<file path="config.mk">
export PLATFORM = sky130hd
export DESIGN_NAME = planar_line_rasterizer_core
export DESIGN_NICKNAME = d
export VERILOG_FILES = /design/src/hw/rtl/plr_pkg.sv /design/src/hw/rtl/plr_walker.sv /design/src/hw/rtl/plr_pixel_addr.sv /design/src/hw/rtl/plr_out_buf.sv /design/src/hw/rtl/planar_line_rasterizer_core.sv
export SDC_FILE = /design/constraint.sdc
export NUM_CORES = 1
export LEC_CHECK = 0
export ABC_CLOCK_PERIOD_IN_PS = 12640
export BUFFER_PORTS_ARGS = -buffer_cell sky130_fd_sc_hd__buf_2
export CELL_PAD_IN_SITES_DETAIL_PLACEMENT = 1
export CELL_PAD_IN_SITES_GLOBAL_PLACEMENT = 1
export CORE_AREA = 8 8 195 197
export DETAILED_ROUTE_END_ITERATION = 12
export DIE_AREA = 0 0 203 205
export PLACE_DENSITY = 0.87
export SYNTH_ARGS = -nofsm -noshare
export SYNTH_HDL_FRONTEND = slang
export SYNTH_SLANG_ARGS = --single-unit
</file>
<file path="constraint.sdc">
create_clock -name clk_i -period 12.64 [get_ports clk_i]
set_input_delay 1.264 -clock clk_i [delete_from_list [all_inputs] [get_ports clk_i]]
set_output_delay 1.264 -clock clk_i [all_outputs]
set_load 0.02 [all_outputs]
</file>
<file path="src/hw/rtl/plr_pkg.sv">
// Shared types and constants for the planar line rasterizer.
// No dependencies; imported by every module of the block.
package plr_pkg;

  localparam int unsigned CoordBitsDef = 12;

  localparam int unsigned CfgIndexBits = 3;
  localparam int unsigned CfgDataBits  = 11;

  localparam int unsigned OffsetBits = 22;
  localparam int unsigned OutDataBits = 40;

  localparam logic [7:0] BitZero   = 8'h80;
  localparam logic [3:0] ColorMask = 4'hF;

  typedef enum logic [CfgIndexBits-1:0] {
    CFG_SURFACE_WIDTH  = 3'd0,
    CFG_SURFACE_HEIGHT = 3'd1,
    CFG_ROW_PITCH      = 3'd2,
    CFG_PIXEL_SHIFT    = 3'd3,
    CFG_PEN_COLOR      = 3'd4,
    CFG_PEN_ENABLE     = 3'd5
  } cfg_index_e;

  typedef enum logic {
    OP_LOAD = 1'b0,
    OP_STEP = 1'b1
  } opcode_e;

  typedef struct packed {
    logic [10:0] surface_width;
    logic [10:0] surface_height;
    logic [10:0] row_pitch;
    logic [1:0]  pixel_shift;
    logic [3:0]  pen_color;
    logic        pen_enable;
  } cfg_t;

  localparam cfg_t CfgReset = '{
    surface_width:  11'd640,
    surface_height: 11'd480,
    row_pitch:      11'd80,
    pixel_shift:    2'd3,
    pen_color:      4'd15,
    pen_enable:     1'b1
  };

  typedef struct packed {
    logic                  last;
    logic                  inside_res;
    logic [3:0]            color;
    logic [7:0]            bit_mask;
    logic [OffsetBits-1:0] plane_offset;
  } res_t;

  // low bits of x that select the pixel within its byte
  function automatic logic [2:0] bit_index_mask(input logic [1:0] shift);
    logic [2:0] m;
    case (shift)
      2'd0:    m = 3'b000;
      2'd1:    m = 3'b001;
      2'd2:    m = 3'b011;
      default: m = 3'b111;
    endcase
    return m;
  endfunction

endpackage

</file>
<file path="src/hw/rtl/plr_walker.sv">
// Bresenham walk state: endpoint load and one step per accepted transaction.
// Depends on plr_pkg.
module plr_walker #(
  parameter int unsigned CoordBits = plr_pkg::CoordBitsDef
) (
  input  logic                 clk_i,
  input  logic                 rst_ni,
  input  logic                 load_i,
  input  logic                 step_i,
  input  logic [CoordBits-1:0] start_x_i,
  input  logic [CoordBits-1:0] start_y_i,
  input  logic [CoordBits-1:0] end_x_i,
  input  logic [CoordBits-1:0] end_y_i,
  output logic                 active_o,
  output logic                 fin_o,
  output logic [CoordBits-1:0] cur_x_o,
  output logic [CoordBits-1:0] cur_y_o
);
  import plr_pkg::*;

  localparam int unsigned ErrBits = CoordBits + 2;

  logic signed [CoordBits-1:0] cur_x_q, cur_x_d, cur_y_q, cur_y_d;
  logic signed [CoordBits-1:0] tgt_x_q, tgt_x_d, tgt_y_q, tgt_y_d;
  logic [CoordBits-1:0]        dx_q, dx_d, dy_q, dy_d;
  logic                        neg_x_q, neg_x_d, neg_y_q, neg_y_d;
  logic signed [ErrBits-1:0]   err_q, err_d;
  logic                        active_q, active_d;

  logic signed [CoordBits:0]   diff_x, diff_y;
  logic [CoordBits:0]          mag_x, mag_y;
  logic signed [ErrBits:0]     e2, neg_dy, pos_dx;
  logic                        fin, move_x, move_y;

  assign diff_x = $signed({end_x_i[CoordBits-1], end_x_i})
                - $signed({start_x_i[CoordBits-1], start_x_i});
  assign diff_y = $signed({end_y_i[CoordBits-1], end_y_i})
                - $signed({start_y_i[CoordBits-1], start_y_i});
  assign mag_x  = diff_x[CoordBits] ? $unsigned(-diff_x) : $unsigned(diff_x);
  assign mag_y  = diff_y[CoordBits] ? $unsigned(-diff_y) : $unsigned(diff_y);

  assign fin    = (cur_x_q == tgt_x_q) && (cur_y_q == tgt_y_q);
  assign e2     = {err_q, 1'b0};
  assign neg_dy = -$signed({3'b000, dy_q});
  assign pos_dx = $signed({3'b000, dx_q});
  assign move_x = e2 >= neg_dy;
  assign move_y = e2 <= pos_dx;

  always_comb begin
    cur_x_d  = cur_x_q;
    cur_y_d  = cur_y_q;
    tgt_x_d  = tgt_x_q;
    tgt_y_d  = tgt_y_q;
    dx_d     = dx_q;
    dy_d     = dy_q;
    neg_x_d  = neg_x_q;
    neg_y_d  = neg_y_q;
    err_d    = err_q;
    active_d = active_q;
    if (load_i) begin
      cur_x_d  = $signed(start_x_i);
      cur_y_d  = $signed(start_y_i);
      tgt_x_d  = $signed(end_x_i);
      tgt_y_d  = $signed(end_y_i);
      dx_d     = mag_x[CoordBits-1:0];
      dy_d     = mag_y[CoordBits-1:0];
      neg_x_d  = diff_x[CoordBits] || (diff_x == '0);
      neg_y_d  = diff_y[CoordBits] || (diff_y == '0);
      err_d    = $signed({2'b00, mag_x[CoordBits-1:0]})
               - $signed({2'b00, mag_y[CoordBits-1:0]});
      active_d = 1'b1;
    end else if (step_i && active_q) begin
      if (fin) begin
        active_d = 1'b0;
      end else begin
        // both axes may advance in the same step
        if (move_x) begin
          cur_x_d = neg_x_q ? cur_x_q - 1'b1 : cur_x_q + 1'b1;
        end
        if (move_y) begin
          cur_y_d = neg_y_q ? cur_y_q - 1'b1 : cur_y_q + 1'b1;
        end
        err_d = err_q - (move_x ? $signed({2'b00, dy_q}) : '0)
                      + (move_y ? $signed({2'b00, dx_q}) : '0);
      end
    end
  end

  always_ff @(posedge clk_i or negedge rst_ni) begin
    if (!rst_ni) begin
      cur_x_q  <= '0;
      cur_y_q  <= '0;
      tgt_x_q  <= '0;
      tgt_y_q  <= '0;
      dx_q     <= '0;
      dy_q     <= '0;
      neg_x_q  <= 1'b0;
      neg_y_q  <= 1'b0;
      err_q    <= '0;
      active_q <= 1'b0;
    end else begin
      cur_x_q  <= cur_x_d;
      cur_y_q  <= cur_y_d;
      tgt_x_q  <= tgt_x_d;
      tgt_y_q  <= tgt_y_d;
      dx_q     <= dx_d;
      dy_q     <= dy_d;
      neg_x_q  <= neg_x_d;
      neg_y_q  <= neg_y_d;
      err_q    <= err_d;
      active_q <= active_d;
    end
  end

  assign active_o = active_q;
  assign fin_o    = fin;
  assign cur_x_o  = cur_x_q;
  assign cur_y_o  = cur_y_q;

endmodule

</file>
<file path="src/hw/rtl/plr_pixel_addr.sv">
// Pixel write formation: clip test, byte offset, bit mask and color.
// Depends on plr_pkg.
module plr_pixel_addr #(
  parameter int unsigned CoordBits = plr_pkg::CoordBitsDef
) (
  input  logic [CoordBits-1:0] cur_x_i,
  input  logic [CoordBits-1:0] cur_y_i,
  input  logic                 fin_i,
  input  plr_pkg::cfg_t        cfg_i,
  output plr_pkg::res_t        res_o
);
  import plr_pkg::*;

  localparam int unsigned CmpBits = (CoordBits > 11) ? CoordBits : 11;

  logic [CmpBits-1:0]    ux, uy;
  logic                  on_surf;
  logic [10:0]           x11, y11, x_byte;
  logic [21:0]           row_base;
  logic [OffsetBits-1:0] offset;
  logic [2:0]            bidx;

  // a negative coordinate has its sign bit set and is clipped by that alone
  assign ux = CmpBits'(cur_x_i);
  assign uy = CmpBits'(cur_y_i);
  assign on_surf = !cur_x_i[CoordBits-1] && !cur_y_i[CoordBits-1]
                && (ux < CmpBits'(cfg_i.surface_width))
                && (uy < CmpBits'(cfg_i.surface_height));

  // inside the surface both coordinates fit in 11 bits
  assign x11      = ux[10:0];
  assign y11      = uy[10:0];
  assign x_byte   = x11 >> cfg_i.pixel_shift;
  assign row_base = y11 * cfg_i.row_pitch;
  assign offset   = row_base + OffsetBits'(x_byte);
  assign bidx     = x11[2:0] & bit_index_mask(cfg_i.pixel_shift);

  always_comb begin
    res_o.last         = fin_i;
    res_o.inside_res   = on_surf;
    res_o.color        = cfg_i.pen_color & ColorMask;
    res_o.bit_mask     = on_surf ? (BitZero >> bidx) : '0;
    res_o.plane_offset = on_surf ? offset : '0;
  end

endmodule

</file>
<file path="src/hw/rtl/plr_out_buf.sv">
// Result register with one skid entry so input acceptance is decoupled
// from output stalls. Depends on plr_pkg.
module plr_out_buf (
  input  logic          clk_i,
  input  logic          rst_ni,
  input  logic          push_i,
  input  plr_pkg::res_t res_i,
  output logic          ready_o,
  output logic          valid_o,
  input  logic          pop_ready_i,
  output plr_pkg::res_t res_o
);
  import plr_pkg::*;

  logic out_v_q, out_v_d, skid_v_q, skid_v_d;
  res_t out_q, out_d, skid_q, skid_d;

  always_comb begin
    out_v_d  = out_v_q;
    out_d    = out_q;
    skid_v_d = skid_v_q;
    skid_d   = skid_q;
    if (!out_v_q || pop_ready_i) begin
      // drain the skid first; no push can arrive while it is full
      if (skid_v_q) begin
        out_d    = skid_q;
        out_v_d  = 1'b1;
        skid_v_d = 1'b0;
      end else begin
        out_d   = res_i;
        out_v_d = push_i;
      end
    end else if (push_i) begin
      skid_d   = res_i;
      skid_v_d = 1'b1;
    end
  end

  always_ff @(posedge clk_i or negedge rst_ni) begin
    if (!rst_ni) begin
      out_v_q  <= 1'b0;
      skid_v_q <= 1'b0;
    end else begin
      out_v_q  <= out_v_d;
      skid_v_q <= skid_v_d;
    end
  end

  always_ff @(posedge clk_i) begin
    out_q  <= out_d;
    skid_q <= skid_d;
  end

  assign ready_o = !skid_v_q;
  assign valid_o = out_v_q;
  assign res_o   = out_q;

endmodule

</file>
<file path="src/hw/rtl/planar_line_rasterizer_core.sv">
// Channel   Dir  Handshake                    Payload
// s_axis    in   s_axis_tvalid/s_axis_tready  tuser opcode, tdata endpoints
// m_axis    out  m_axis_tvalid/m_axis_tready  tdata pixel write, tlast last
// cfg       in   cfg_we_i                     cfg_index_i, cfg_data_i
//
// One transaction per cycle while s_axis_tready is high. The walk update and
// the y * pitch multiply share the step's cycle, and its write is registered.
// Reset clears the walk to idle and the registers to their defaults.
// A stalled output holds one result plus one skid entry before s_axis stalls.
// Depends on plr_pkg, plr_walker, plr_pixel_addr and plr_out_buf.
module planar_line_rasterizer_core #(
  parameter int unsigned CoordBits = plr_pkg::CoordBitsDef
) (
  input  logic                                       clk_i,
  input  logic                                       rst_ni,
  input  logic                                       s_axis_tvalid,
  output logic                                       s_axis_tready,
  // start_x, start_y, end_x, end_y from bit 0 up, zero padded to bytes
  input  logic [((4*CoordBits+7)/8)*8-1:0]           s_axis_tdata,
  // opcode
  input  logic                                       s_axis_tuser,
  output logic                                       m_axis_tvalid,
  input  logic                                       m_axis_tready,
  // plane_offset, bit_mask, color, inside_res from bit 0 up, zero padded
  output logic [plr_pkg::OutDataBits-1:0]            m_axis_tdata,
  output logic                                       m_axis_tlast,
  input  logic                                       cfg_we_i,
  input  logic [plr_pkg::CfgIndexBits-1:0]           cfg_index_i,
  input  logic [plr_pkg::CfgDataBits-1:0]            cfg_data_i
);
  import plr_pkg::*;

  localparam int unsigned ResBits = $bits(res_t) - 1;

  cfg_t cfg_q, cfg_d;
  logic fire, load, step, active, fin, push;
  logic [CoordBits-1:0] cur_x, cur_y;
  res_t res, res_out;

  always_comb begin
    cfg_d = cfg_q;
    if (cfg_we_i) begin
      case (cfg_index_e'(cfg_index_i))
        CFG_SURFACE_WIDTH:  cfg_d.surface_width  = cfg_data_i[10:0];
        CFG_SURFACE_HEIGHT: cfg_d.surface_height = cfg_data_i[10:0];
        CFG_ROW_PITCH:      cfg_d.row_pitch      = cfg_data_i[10:0];
        CFG_PIXEL_SHIFT:    cfg_d.pixel_shift    = cfg_data_i[1:0];
        CFG_PEN_COLOR:      cfg_d.pen_color      = cfg_data_i[3:0];
        CFG_PEN_ENABLE:     cfg_d.pen_enable     = cfg_data_i[0];
        default:            cfg_d = cfg_q;
      endcase
    end
  end

  always_ff @(posedge clk_i or negedge rst_ni) begin
    if (!rst_ni) begin
      cfg_q <= CfgReset;
    end else begin
      cfg_q <= cfg_d;
    end
  end

  assign fire = s_axis_tvalid && s_axis_tready;
  assign load = fire && (opcode_e'(s_axis_tuser) == OP_LOAD) && cfg_q.pen_enable;
  assign step = fire && (opcode_e'(s_axis_tuser) == OP_STEP);
  assign push = step && active;

  plr_walker #(
    .CoordBits (CoordBits)
  ) u_walker (
    .clk_i     (clk_i),
    .rst_ni    (rst_ni),
    .load_i    (load),
    .step_i    (step),
    .start_x_i (s_axis_tdata[CoordBits-1:0]),
    .start_y_i (s_axis_tdata[2*CoordBits-1:CoordBits]),
    .end_x_i   (s_axis_tdata[3*CoordBits-1:2*CoordBits]),
    .end_y_i   (s_axis_tdata[4*CoordBits-1:3*CoordBits]),
    .active_o  (active),
    .fin_o     (fin),
    .cur_x_o   (cur_x),
    .cur_y_o   (cur_y)
  );

  plr_pixel_addr #(
    .CoordBits (CoordBits)
  ) u_pixel_addr (
    .cur_x_i (cur_x),
    .cur_y_i (cur_y),
    .fin_i   (fin),
    .cfg_i   (cfg_q),
    .res_o   (res)
  );

  plr_out_buf u_out_buf (
    .clk_i       (clk_i),
    .rst_ni      (rst_ni),
    .push_i      (push),
    .res_i       (res),
    .ready_o     (s_axis_tready),
    .valid_o     (m_axis_tvalid),
    .pop_ready_i (m_axis_tready),
    .res_o       (res_out)
  );

  assign m_axis_tdata = OutDataBits'(res_out[ResBits-1:0]);
  assign m_axis_tlast = res_out.last;

  // the final pixel of a line always ends the walk
  a_last_ends_walk: assert property (@(posedge clk_i) disable iff (!rst_ni)
    push && fin |=> !active)
    else $error("walk still active after final pixel");

  // a stalled input side means a result and a skid entry are both held
  a_stall_has_result: assert property (@(posedge clk_i) disable iff (!rst_ni)
    !s_axis_tready |-> m_axis_tvalid)
    else $error("input stalled with no result pending");

  a_clip_zero: assert property (@(posedge clk_i) disable iff (!rst_ni)
    m_axis_tvalid && !res_out.inside_res |->
      res_out.plane_offset == '0 && res_out.bit_mask == '0)
    else $error("clipped pixel carries an address");

  a_mask_onehot: assert property (@(posedge clk_i) disable iff (!rst_ni)
    m_axis_tvalid && res_out.inside_res |-> $onehot(res_out.bit_mask))
    else $error("bit mask not one-hot");

endmodule
</file>
# Word level (Yosys, flattened, before mapping)
# Cells that the tools add are included.
# word_totals
input_bits,68
mem_bits_rw,0
ff_bits,203
memories,0
wordCells,124
output_inout_bits,43
latch_bits,0
rom_bits,0
# op_classes
magnitude_cmp,4
multipliers,1
n_div,0
mux,27
addsub,13
bitwise,3
n_reduce_logical,36
n_eq_ne,10
n_shift,2
# ops
operator,count
12-bit two-way mux,14
14-bit two-way mux,3
12-bit by 12-bit subtractor with 13-bit output,3
36-bit two-way mux,1
13-bit logical NOT,2
"12-bit by 1-bit adder with 12-bit output, second input constant",2
12-bit == test,2
12-bit by 11-bit < comparator with 1-bit output,2
12-bit negation,2
"12-bit by 1-bit subtractor with 12-bit output, second input constant",2
22-bit by 11-bit adder with 22-bit output,1
11-bit by 11-bit multiplier with 22-bit output,1
22-bit two-way mux,1
2-bit AND reduction,9
15-bit >= comparator,1
15-bit by 13-bit less-or-equal comparator with 1-bit output,1
12-bit negation with 15-bit output,1
14-bit adder,1
14-bit subtractor,1
11-bit by 2-bit right shift with 11-bit output,1
2-bit nonzero test,5
1-bit logical AND,9
3-bit case mux with 3 select lines,1
8-bit two-way mux,1
other kinds (15),29

# Logic depth before layout (Yosys ltp)
# depth
word_depth,8
ltp_mapped,25

# By module
# From an unflattened synthesis, not the netlist that was laid out.
# unflattened
hier_cells,1925
area_unflattened_um2,18785.5
# by_module_without_submodules
mod,cells_each,instances,area_each_um2
plr_walker,1024,1,8819.7
plr_pixel_addr,682,1,5437.7
plr_out_buf,121,1,2752.6
planar_line_rasterizer_core,98,1,1775.5

# Worst setup path before layout
# No wires, ideal clock.
# synth_timing
kind,register -> register
from,register cfg_q[5] (netlist bit)
to,"register u_out_buf.out_q, in the netlist u_out_buf.res_o[20] (data pin)"
path_stages_with_launch,21
arrival_ps,5396
path_buffers,2
required_time_ps,12380
path_slack_ps,6984
setup_ps,260
cell_sequence,dfstp_2 -> clkbuf_1 -> buf_1 -> mux2i_1 -> or2_2 -> fa_1 -> inv_1 -> fa_1 -> fa_1 -> inv_1 -> fa_1 -> inv_1 -> ha_1 -> o21a_1 -> o21a_1 -> nand2_1 -> o311ai_0 -> o211ai_1 -> nand4b_1 -> and4_1 -> mux2_2
# synth_lines
item,line,source
"start, declared",planar_line_rasterizer_core.sv:35,"cfg_t cfg_q, cfg_d;"
"start signal, assigned",planar_line_rasterizer_core.sv:57,cfg_q <= CfgReset;
"start signal, assigned",planar_line_rasterizer_core.sv:59,cfg_q <= cfg_d;
"end signal, assigned",plr_out_buf.sv:50,out_q <= out_d;
"end, declared",plr_out_buf.sv:16,"res_t out_q, out_d, skid_q, skid_d;"

==> impl_metrics.tcl <==
set metrics [dict create \
    synth_edf_count 72 \
    slew_headroom_pct 23.7 \
    clock_latency_ps 560 \
    grt_pass1_wl_um 90800 \
    dieArea_mm2 0.0416 \
    dr.max_layer_used "met4" \
    post_cts_buffers 0 \
    gp_congestion 0.945 \
    max_freq_mhz 159 \
    path_cells "inv_1 > a21oi_1 > inv_1 > fa_1 > inv_1 > fa_1 > inv_1 > fa_1 > fa_1 > inv_1 > ha_1 > a21oi_1 > o22ai_1 > nor4_1 > o311ai_0 > o211ai_1 > nand2_1 > and4_1 > mux2_2" \
    synth-main-ff-cell "dfrtp_1" \
    synth_top_family_by_area "adder cells" \
    hold_depth 2 \
    syn_avg_cell_area_um2 9.12 \
    synth_fa_ha_area_share_pct 24.2 \
    dr.pass1.iters 5 \
    period_minus_slack_ps 6300 \
    yosys_warnings 0 \
    ys_types 83 \
    vias_per_cell 5.93 \
    slowest_delay_ps 820 \
    finalCritPeriodShare_pct 49.8 \
    path_max_fanout 20 \
    layout-drive-gt1-share_pct 12.0 \
    synth-xor-area-share_pct 5.48 \
    synth-seq-cells 203 \
    synthArstFlopShare_pct 64.5 \
    worstMarginPinSlew_ps 1140 \
    syn_inst 1997 \
    hp-class "reg -> reg" \
    io_buffers 105 \
    synth-simple-area-share_pct 16.1 \
    cts_buffers 25 \
    h-tree-depth 1 \
    drtAntennaViolNets 0 \
    grt_pass1_vias 16700 \
    track_usage_pct 27.1 \
    drcViolationCount 0 \
    clock-sinks 203 \
    synth_area_mm2 0.0182 \
    totalNegativeSetupSlack_ps 0 \
    antenna_found_initial 1 \
    cts_buffer_depth 3 \
    drt_first_iter_violations 875 \
    cpLargestDelayFamily "adder cells" \
    rows 69 \
    die_y_um 205 \
    vias 15100 \
    dr_wl_met2_um 28600 \
    r2r-start "cfg_q[6]$_DFFE_PN1P_" \
    maxCapViolations 0 \
    antennaDiodeCount 0 \
    rsz0062_at_grt "no" \
    post_cts_resized 0 \
    fp.dieW_um 203 \
    wl_per_cell_um 22.1 \
    cp.buffers_inverters 5 \
    initial_core_util_pct 52.1 \
    fin_worst_skew_ps 16.5 \
    outcome "completed" \
    critPathArrivalTime_ps 6600 \
    nNetsFinal 2425 \
    cp.depth 19 \
    ys_seq_area_share_pct 30.0 \
    worstRegToRegCells 19 \
    crit_path_start_kind "flop" \
    crit_slowest_cell "dfstp_2" \
    cp.required_ps 12950 \
    syn_to_final_growth_pct 9.52 \
    crit_start "cfg_q[6]$_DFFE_PN1P_" \
    muxShareOfSynthArea_pct 3.82 \
    drt_wl_total_um 56200 \
    drt-met1-wl_um 22700 \
    crit_top_cell "inv_1" \
    end_kind "flop" \
    drv_slew 0 \
    synth_compound_area_share_pct 13.1 \
    route.met3.wl_um 2560 \
    setup_viol_count_final 0 \
    num_io_pins 111 \
    ctsHoldBuffers 0 \
    dp_hpwl_um 42700 \
    grt-ovfl-total 0 \
    cts_root_buf "clkbuf_16" \
    grt_max_degree 85 \
    finalHoldViolations 0 \
    hold_start "u_walker.dx_q[0]$_DFFE_PN0P_" \
    path_class "reg -> reg" \
    cts_tree "done" \
    core_area_mm2 0.0350 \
    clk_pin_slew_ps 60 \
]
-- routing by layer --
| layer | global-route usage (%) | vias to the layer above |
|---|---|---|
| met5 | 0 | - |
| met4 | 11.3 | 0 |
| met3 | 3.40 | 154 |
| met2 | 48.9 | 432 |
| met1 | 32.3 | 7658 |
| li1 | - | 6879 |
-- cells in the mapped netlist (11+ instances only) --
| cell type | n | area [µm²] |
|---|---|---|
| dfstp_2 | 15 | 394 |
| dfrtp_1 | 116 | 2900 |
| nand3_1 | 21 | 105 |
| edfxtp_1 | 72 | 2160 |
| o211ai_1 | 13 | 97.6 |
| nor3_1 | 37 | 185 |
| ha_1 | 179 | 2240 |
| a31oi_1 | 15 | 93.8 |
| mux2_2 | 42 | 473 |
| o21a_1 | 21 | 158 |
| nand2_1 | 289 | 1080 |
| nor2_1 | 109 | 409 |
| fa_1 | 108 | 2160 |
| a211oi_1 | 13 | 97.6 |
| nand2b_1 | 11 | 68.8 |
| inv_1 | 271 | 1020 |
| clkbuf_1 | 58 | 218 |
| o31ai_1 | 29 | 218 |
| or3_1 | 17 | 106 |
| xnor2_1 | 69 | 604 |
| xor2_1 | 45 | 394 |
| nor2b_1 | 19 | 119 |
| a21oi_1 | 65 | 325 |
| o21ai_0 | 104 | 521 |
| a21o_1 | 19 | 143 |
| mux2i_1 | 14 | 140 |
| and2_1 | 59 | 369 |
-- cell type report --
type                            count  area, µm²
Clock buffer                       32        682
Clock inverter                     14        123
Fill cell                        4067      15000
Inverter                          273       1030
Multi-Input combinational cell   1453      11500
Sequential cell                   203       5460
Tap cell                          461        577
Timing Repair Buffer              114        599
-- state kept, by name, summed over array words and instances, names as in the netlist --
name and cells:
u_walker.cur_x_o 12, u_walker.neg_y_q 1, cfg_q 40, u_out_buf.skid_v_q 1, u_out_buf.valid_o 1, u_walker.tgt_y_q 12, u_walker.tgt_x_q 12, u_walker.neg_x_q 1
u_out_buf.res_o 36, u_walker.dy_q 12, u_walker.err_q 14, u_walker.active_o 1, u_out_buf.skid_q 36, u_walker.dx_q 12, u_walker.cur_y_o 12
-- worst paths after layout --
path / slack [ps] / endpoint
max: 6340 / u_out_buf.res_o[20]$_DFFE_PN_
min: 510 / u_walker.dx_q[0]$_DFFE_PN0P_
max reg2reg: 6340 / u_out_buf.res_o[20]$_DFFE_PN_
min reg2reg: 510 / u_walker.dx_q[0]$_DFFE_PN0P_
max in group asynchronous: 10470 / u_walker.cur_y_o[0]$_DFFE_PN0P_
min in group asynchronous: 700 / u_walker.tgt_y_q[7]$_DFFE_PN0P_
-- layout by cell type (no fill, tap or decap), types with 21 or more instances in the layout --
cell type and count:
a21oi_1 65, and2_1 59, buf_2 104, clkbuf_16 25, dfrtp_1 116, edfxtp_1 72
fa_1 108, ha_1 179, inv_1 271, mux2_2 42, nand2_1 289, nand3_1 21
nor2_1 108, nor3_1 37, o21a_1 21, o21ai_0 104, o31ai_1 29, xnor2_1 69
xor2_1 45
-- per-stage QoR --
step | setup slack (ps) | instances | hold slack [ps] | cell area, µm² | utilization [%]
global route | 5890 | 2550 | 528 | 19900 | 57.0
finish | 6340 | 2550 | 505 | 19900 | 57.0
CTS | 6350 | 2550 | 504 | 19900 | 57.0
floorplan | 6980 | 2001 | 455 | 18200 | -
global placement | 6730 | 2504 | 479 | 19100 | 54.7
detailed placement | 6460 | 2504 | 488 | 19100 | 54.7
-- logic make-up (layout without fill, tap and decap cells) --
| logic type | after synthesis | count (layout) |
|---|---|---|
| xor gates and xnor gates | 114 | 114 |
| and+or+nand+nor | 626 | 626 |
| adders and majority gates | 287 | 287 |
| DFF | 203 | 203 |
| muxes | 60 | 60 |
| AOI/OAI and AO/OA | 361 | 361 |
| other | 1 | 5 |
| buffers and inverters | 345 | 433 |
-- worst min-delay path: cells and delay by family (launching register included) --
family          cells  cell delay (ps)
compound gates      1               60
flops               1              350
simple gates        1               50
Power is left out: the tool's default activity adds up to more than one toggle a clock period on the data nets, which glitch-free logic cannot reach.
